--- config.mk ---
export PLATFORM = sky130hd
export DESIGN_NAME = swpt_cell
export DESIGN_NICKNAME = d
export VERILOG_FILES = /design/src/hdl/sliding_window_persistence_tracker_macros.svh /design/src/hdl/swpt_pkg.sv /design/src/hdl/swpt_cell.sv
export SDC_FILE = /design/constraint.sdc
export NUM_CORES = 1
export LEC_CHECK = 0
export ABC_AREA = 1
export BUFFER_PORTS_ARGS = -buffer_cell sky130_fd_sc_hd__buf_2
export CAP_MARGIN = 0
export CELL_PAD_IN_SITES_DETAIL_PLACEMENT = 0
export CELL_PAD_IN_SITES_GLOBAL_PLACEMENT = 1
export CORE_ASPECT_RATIO = 1.25
export CORE_UTILIZATION = 36
export DETAILED_ROUTE_END_ITERATION = 10
export GPL_TIMING_DRIVEN = 0
export PLACE_DENSITY_LB_ADDON = 0.1
export SLEW_MARGIN = 20
export SYNTH_ARGS = -nofsm -noshare
export SYNTH_HDL_FRONTEND = slang
export SYNTH_SLANG_ARGS = --single-unit
--- constraint.sdc ---
create_clock -name clk -period 4.2 [get_ports clk]
set_input_delay 0.63 -clock clk [delete_from_list [all_inputs] [get_ports clk]]
set_output_delay 0.63 -clock clk [all_outputs]
set_load 0.02 [all_outputs]
--- src/hdl/sliding_window_persistence_tracker_macros.svh ---
// assertion macros for the sliding window persistence tracker
// used by the top level only, no other dependencies
`ifndef SLIDING_WINDOW_PERSISTENCE_TRACKER_MACROS_SVH
`define SLIDING_WINDOW_PERSISTENCE_TRACKER_MACROS_SVH

// same-cycle implication
`define SWPT_ASSERT_IMPL(lbl, ck, rstn, ante, cons, msg) \
  lbl: assert property (@(posedge ck) disable iff (!rstn) (ante) |-> (cons)) \
    else $error(msg);

// next-cycle implication
`define SWPT_ASSERT_NEXT(lbl, ck, rstn, ante, cons, msg) \
  lbl: assert property (@(posedge ck) disable iff (!rstn) (ante) |=> (cons)) \
    else $error(msg);

`endif

--- src/hdl/swpt_pkg.sv ---
// shared constants and types of the sliding window persistence tracker
// no dependencies
`default_nettype none
package swpt_pkg;
  localparam int DEPTH      = 64;
  localparam int IDX_W      = $clog2(DEPTH);
  localparam int CNT_W      = 7;
  localparam int SAMPLE_W   = 16;
  localparam int PERS_W     = 24;
  localparam int TALLY_W    = 32;
  localparam int MIN_WINDOW = 8;
  localparam int MIN_FLOOR  = 2;
  localparam logic [PERS_W-1:0] PERS_MAX = {PERS_W{1'b1}};

  localparam logic [1:0] REG_WINDOW_LENGTH = 2'd0;
  localparam logic [1:0] REG_MIN_SAMPLES   = 2'd1;
  localparam logic [1:0] REG_THRESHOLD     = 2'd2;

  typedef logic signed [SAMPLE_W-1:0] sample_t;

  typedef struct packed {
    sample_t val;
    logic    vld;
  } stream_t;

  typedef struct packed {
    logic [SAMPLE_W-1:0] pers;
    logic                hit;
  } res_t;

  typedef struct packed {
    logic load;
    logic start;
    logic step;
    logic latch;
    logic drain;
  } cell_ctl_t;
endpackage
`default_nettype wire

--- src/hdl/swpt_cell.sv ---
// one window cell: holds a sample and scans both directions for its saddle merge
// depends on swpt_pkg
`default_nettype none
module swpt_cell (
  input  wire                        clk,
  input  swpt_pkg::cell_ctl_t        ctl,
  input  wire [swpt_pkg::IDX_W-1:0]  cell_idx,
  input  wire [swpt_pkg::CNT_W-1:0]  fill,
  input  wire [swpt_pkg::SAMPLE_W-1:0] thr,
  input  swpt_pkg::stream_t          nb_new_hold,
  input  swpt_pkg::stream_t          nb_old_hold,
  input  swpt_pkg::stream_t          nb_new_str,
  input  swpt_pkg::stream_t          nb_old_str,
  input  swpt_pkg::res_t             res_in,
  output swpt_pkg::stream_t          hold,
  output swpt_pkg::stream_t          new_str,
  output swpt_pkg::stream_t          old_str,
  output swpt_pkg::res_t             res_out
);
  import swpt_pkg::*;

  sample_t   v_r, lmin_r, rmin_r, mx;
  stream_t   o_r, e_r;
  logic      lopen_r, ropen_r, lnb_r, rnb_r, first_r;
  logic      vld, o_take, e_take;
  logic signed [SAMPLE_W:0] diff;
  res_t      res_r;

  assign vld     = {1'b0, cell_idx} < fill;
  assign hold    = '{val: v_r, vld: vld};
  assign new_str = e_r;
  assign old_str = o_r;
  assign res_out = res_r;

  // older side joins on ties, newer side only when strictly lower
  assign o_take = o_r.vld && (o_r.val <= v_r);
  assign e_take = e_r.vld && (e_r.val < v_r);
  assign mx     = (lmin_r > rmin_r) ? lmin_r : rmin_r;
  assign diff   = {v_r[SAMPLE_W-1], v_r} - {mx[SAMPLE_W-1], mx};

  always_ff @(posedge clk) begin
    if (ctl.load) begin
      v_r <= nb_new_hold.val;
    end
    if (ctl.start) begin
      o_r     <= nb_old_hold;
      e_r     <= nb_new_hold;
      lopen_r <= 1'b1;
      ropen_r <= 1'b1;
      lmin_r  <= v_r;
      rmin_r  <= v_r;
      first_r <= 1'b1;
      lnb_r   <= 1'b0;
      rnb_r   <= 1'b0;
    end
    if (ctl.step) begin
      first_r <= 1'b0;
      if (first_r) begin
        lnb_r <= o_take;
        rnb_r <= e_take;
      end
      if (lopen_r) begin
        if (o_take) begin
          if (o_r.val < lmin_r) lmin_r <= o_r.val;
        end else begin
          lopen_r <= 1'b0;
        end
      end
      if (ropen_r) begin
        if (e_take) begin
          if (e_r.val < rmin_r) rmin_r <= e_r.val;
        end else begin
          ropen_r <= 1'b0;
        end
      end
      o_r <= nb_old_str;
      e_r <= nb_new_str;
    end
    if (ctl.latch) begin
      res_r.pers <= diff[SAMPLE_W-1:0];
      res_r.hit  <= vld && lnb_r && rnb_r && (diff[SAMPLE_W-1:0] > thr);
    end
    if (ctl.drain) begin
      res_r <= res_in;
    end
  end
endmodule
`default_nettype wire

; After elaboration in Yosys (flattened, before gate mapping)
; Index checks and enable logic that the tools add are counted.
[totals]
regBits = 104
inputBits = 120
out_inout_bits = 68
word_cells = 60
[op_classes]
add_sub_neg = 1
magnitude_cmp = 7
mux = 31
reduce_logical = 7
[op_table]
columns = operator, count
row1 = two-way mux 16 bit, 11
row2 = two-way mux 17 bit, 6
row3 = less-than comparator 16 bit, 3
row4 = > comparator 16 bit, 2
row5 = <= comparator 16 bit, 1
row6 = subtractor 16 bit, 1
row7 = two-way mux 1 bit, 14
row8 = less-than comparator 6 x 7 -> 1 bit, 1
row9 = logical AND 1 bit, 5
row10 = nonzero test 2 bit, 2

; Logic depth before layout (Yosys ltp)
[depth]
depth_word = 7
depth_mapped = 36
mapped_depth_nobuf = 35

; Least setup slack after synthesis
; Ideal clock, no wire load.
[synth_timing]
path_type = reg-to-reg
startpoint = register rmin_r[15]
endpoint = register res_r, in the netlist res_out[0] (data pin)
setup_ns = 0.259
arrival_time_ns = 3.997
t_required_ns = 3.941
setup_slack_ns = -0.056
stages_incl_launch_ff = 26
n_path_buf = 1
synth_period_minus_slack_ns = 4.256
cell_sequence = dfxtp_1 inv_1 ha_1 nand2_1 nor3_1 nand2_1 nand2_1 nand2_1 nand3_1 clkbuf_1 o21ai_0 ha_1 fa_1 nand3b_1 nand2_1 a21oi_1 o21ai_1 a21boi_1 o21ai_1 xor2_1 ha_1 a21o_1 a21oi_1 o21ai_0 o211ai_1 nand2_1
[synth_via]
elab_chain_len = 7
[synth_lines]
columns = item, line
row1 = from (decl), swpt_cell.sv:22  ; sample_t v_r, lmin_r, rmin_r, mx;
row2 = from (signal assigned), swpt_cell.sv:51  ; rmin_r <= v_r;
row3 = from (signal assigned), swpt_cell.sv:71  ; if (e_r.val < rmin_r) rmin_r <= e_r.val;
row4 = > comparator 16 bit, swpt_cell.sv:38  ; assign mx = (lmin_r > rmin_r) ? lmin_r : rmin_r;
row5 = two-way mux 16 bit *, swpt_cell.sv:38
row6 = subtractor 16 bit *, swpt_cell.sv:39  ; assign diff = {v_r[SAMPLE_W-1], v_r} - {mx[SAMPLE_W-1], mx};
row7 = > comparator 16 bit *, swpt_cell.sv:81  ; res_r.hit <= vld && lnb_r && rnb_r && (diff[SAMPLE_W-1:0] > thr);
row8 = logical AND 1 bit *, swpt_cell.sv:81
row9 = two-way mux 17 bit *, swpt_cell.sv:79  ; if (ctl.latch) begin
row10 = two-way mux 17 bit *, swpt_cell.sv:83  ; if (ctl.drain) begin
row11 = to (signal assigned), swpt_cell.sv:84  ; res_r <= res_in;
row12 = to (decl), swpt_cell.sv:27  ; res_t res_r;
; Mark *: on every way between the ends. The rest lies on a longest branch, timed or not. The select of a mux whose other input is x is not followed.
; A chain may end at the register's enable or synchronous reset.

; Final worst setup path
[layout_timing]
startpoint = register rmin_r[11]
endpoint = register res_r, in the netlist res_out[0] (data pin)
; The elaborated chain is that of the path after synthesis.

==> results summary <==
Global routing used between 30% and 40% of the available met2 tracks. The clock reaches the later pin of the worst-skew pair after 360 ps. Sorting the synthesized cells by area gives the leading types as sky130_fd_sc_hd__edfxtp_1 (27%), sky130_fd_sc_hd__ha_1 (19%), sky130_fd_sc_hd__nand2_1 (14%). After the first detailed-routing iteration, the DRC count stood at 218. The worst setup path is of the reg -> reg kind. The final net count is 1,430. The Yosys step of the flow raised 0 warnings. The routing usage on met1 came out at 23.3%. Setup repair after global routing could not meet its margin everywhere.

The routed length per instance came out at 14.7 um. From synthesis to final layout, the design area changed by 30.2%. The die covers 21,400 um^2.

In this run the tool buffered the top-level ports with 186 buffer cells. Synthesis instantiated 41 different standard cells from the library. Before CTS, the worst setup slack after placement is -839 ps.

The via density per instance came out at 4.68. The clock passes through at most 2 buffers. The hold-critical path depth came out at 1.

Overall power consumption after layout is estimated at 5.69 mW. Counting the buffers created by CTS gives 9. The total number of vias came out at 6,879.

After synthesis the netlist holds a flip-flop and latch count of between 100 and 150. STA puts the critical path data arrival time at 4360 ps. Clock tree synthesis selected as its root buffer the cell sky130_fd_sc_hd__clkbuf_16. The detailed-placement wirelength estimate came out at 17,700 um. In the synthesized netlist, the number of instances is approximately 970. The first-pass GRT wire length is approximately 33,000 um. Counting every net in the synthesized netlist gives 1,200. The via count of the first global-routing pass is 6,647. After detailed routing, the number of remaining DRC violations is 0. The maximum fanout count along the critical path is 6. The area of placed instances came out at 8810 um^2. The path class of the tightest hold or removal check is in -> reg. The boundary pin count is 188. The fraction of the yosys area taken by sequential cells came out at 36.7%. The residual antenna-violating net count after detailed routing came out at 0.

Between clock sinks in the finished design, the worst skew comes to 7.04 ps. The worst path uses 101% of the clock period. The final number of max-transition violations came to 0.

The leakage power figure came out at 5.01 nW. The power per cell area is 582 nW/um^2. The global-route usage over all layers came out at roughly a fifth. The number of placed instances with taps included is 1,423. The final weighted congestion in routability-driven placement came out at 0.778. The cell taking the most area after synthesis is sky130_fd_sc_hd__edfxtp_1. The worst setup path is launched from a register.

In the synthesized netlist the async set-or-reset flop fraction comes to 0%. The quantity of hold-fixing buffers added after cts came out at 0. The repair_antennas step left the layout with diodes totalling 0. The layout has 2,026 filler cells. The number of antenna violations at the first check in global routing was 0. The iteration count of the initial detailed-routing pass came out at 5. The floorplan step set the die height to ~160 um. The max-cap check violation count is 0. The H-tree depth came out at 3.

At the pin with the least slew margin, the transition time is about 540 ps. The upper clock frequency limit came out at approximately 240 MHz. Among all flip-flop cells after synthesis, the most frequent one is sky130_fd_sc_hd__edfxtp_1.

For this run, global-route usage on met3 was measured as 3.23%. The post-layout instance count excluding filler cells is 1,471. The count of endpoints failing setup in the final report is 1.

The path depth of the worst reg2reg path came out at 26. The core area is 20,200 um^2. The clock period minus worst slack came out at 4250 ps. Among all cell types in the netlist, the one instantiated most often is sky130_fd_sc_hd__nand2_1. After synthesis, the largest area contributor takes up 26.8% of total cell area. Measured against its own limit, the worst slew margin works out to 63.9%.

The data required time of the worst path is between 4000 and 5000 ps. The largest net degree at the start of global routing came out at 20. In this run the most used layer during global routing was met2. The effective utilization at floorplan is a little under two fifths. The width of the die is 131 um. The number of core rows is 58.

The total wirelength of the detailed-routed design came out at 21,600 um. The run finished, with violations left. The checks that failed: setup timing. The combined area of all synthesized cells came out at 7510 um^2. The CTS tree is yes. The final worst slack came out at -45.8 ps. Clock tree synthesis found a total of between 100 and 150 sinks. The maximum ir drop on the vdd rail is 0.238 mV. The number of synthesized flops with an enable pin came out at 67. The final design instance area without fill came out at just under 10,000 um^2. The remaining global-route overflow is 0.

The worst setup path is captured at a register. Sorting the synthesized cells by how often they occur yields sky130_fd_sc_hd__nand2_1 (286), sky130_fd_sc_hd__inv_1 (127), sky130_fd_sc_hd__ha_1 (113). The ratio of cells with drive above 1 in the final layout came out at 29.2%. Clock-pin slew was measured on the worst setup and hold paths at 80 ps. The average footprint of a synthesized cell is 7.77 um^2. The total count of hold-check failures in the final report is 0.
-- critical path, stage by stage, from the launching register on --
cell and delay [ps]:
sky130_fd_sc_hd__dfxtp_2 340, sky130_fd_sc_hd__inv_4 40, sky130_fd_sc_hd__ha_4 260, sky130_fd_sc_hd__nand2_2 40, sky130_fd_sc_hd__inv_2 70, sky130_fd_sc_hd__nand3_4 70
sky130_fd_sc_hd__nor3_4 180, sky130_fd_sc_hd__nand2_2 100, sky130_fd_sc_hd__nand3_2 100, sky130_fd_sc_hd__nand3_4 130, sky130_fd_sc_hd__buf_6 170, sky130_fd_sc_hd__nand2_1 50
sky130_fd_sc_hd__o21ai_1 60, sky130_fd_sc_hd__ha_1 310, sky130_fd_sc_hd__a21oi_1 170, sky130_fd_sc_hd__nor2_1 80, sky130_fd_sc_hd__a211oi_2 260, sky130_fd_sc_hd__nand3_2 210
sky130_fd_sc_hd__xor2_2 200, sky130_fd_sc_hd__ha_1 320, sky130_fd_sc_hd__a21oi_2 160, sky130_fd_sc_hd__o21ai_2 70, sky130_fd_sc_hd__a21o_1 160, sky130_fd_sc_hd__a21oi_2 120
sky130_fd_sc_hd__o21ai_1 70, sky130_fd_sc_hd__o211ai_1 180, sky130_fd_sc_hd__nand2_1 60
-- power by group --
group,total [mW],switching [mW],internal (mW)
combinational,3.37,1.90,1.46
sequential,1.47,0.146,1.33
clock,0.845,0.429,0.416
-- flip-flops by register name, indices dropped and copies added, names as in the netlist, 16 cells and up --
name     count
rmin_r      16
new_str     17
res_out     17
old_str     17
v_r         16
lmin_r      16
-- final timing paths --
kind	startpoint	end	slack, ps
setup / recovery	rmin_r[11]$_DFF_P_	res_out[0]$_DFFE_PP_	-50
hold / removal	nb_new_hold[2]	v_r[1]$_DFFE_PP_	460
setup reg to reg	rmin_r[11]$_DFF_P_	res_out[0]$_DFFE_PP_	-50
hold reg to reg	first_r$_SDFFE_PP0P_	first_r$_SDFFE_PP0P_	470
-- per-layer routing --
| layer | part of all wire [%] | up-vias |
|---|---|---|
| met2 | 51 | 181 |
| met1 | 43 | 3004 |
| met5 | 0 | - |
| li1 | - | 3675 |
| met4 | 1.8 | 0 |
| met3 | 4.4 | 19 |
-- placed cells by master, fill, tap and decap left out, types with 20 or more instances in the layout --
cell,instances
sky130_fd_sc_hd__inv_1,116
sky130_fd_sc_hd__dfxtp_1,22
sky130_fd_sc_hd__o21ai_1,20
sky130_fd_sc_hd__buf_2,190
sky130_fd_sc_hd__buf_4,31
sky130_fd_sc_hd__nand2_1,267
sky130_fd_sc_hd__a21oi_1,45
sky130_fd_sc_hd__ha_1,98
sky130_fd_sc_hd__edfxtp_1,67
sky130_fd_sc_hd__o21ai_0,67
sky130_fd_sc_hd__nor2_1,52
-- cell families after synthesis --
kind of cell | Yosys count | share of synthesized area [%]
simple gates | 406 | 22.4
buf+inv | 156 | 8.05
flops | 104 | 36.7
compound gates | 173 | 12.3
fa+ha+maj | 114 | 19.1
xor+xnor | 13 | 1.52
-- final cells by class --
| class | count | area [um^2] | share of cell area (%) |
|---|---|---|---|
| Clock buffer | 9 | 225 | 2.30 |
| Buffer | 26 | 143 | 1.46 |
| Tap cell | 270 | 338 | 3.46 |
| Multi-Input combinational cell | 706 | 4540 | 46.4 |
| Timing Repair Buffer | 219 | 1200 | 12.3 |
| Inverter | 130 | 493 | 5.04 |
| Sequential cell | 104 | 2770 | 28.4 |
| Clock inverter | 7 | 62.6 | 0.640 |
-- per-stage QoR --
| stage | TNS, ps | utilization [%] | hold WS (ps) |
|---|---|---|---|
| detailed placement | -839 | 43.5 | 455 |
| finish | -45.8 | 48.3 | 458 |
| global placement | -824 | 43.4 | 449 |
| floorplan | 0 | - | 440 |
| global route | -288 | 48.3 | 448 |
| CTS | -205 | 46.9 | 446 |
-- timing repair --
item,CTS,global route
gates resized for setup,67,56
setup buffers,17,13
gates cloned,2,0
setup endpoints to repair,1,1
pin swaps,29,41
No activity file was read; power rests on OpenSTA's default activity.
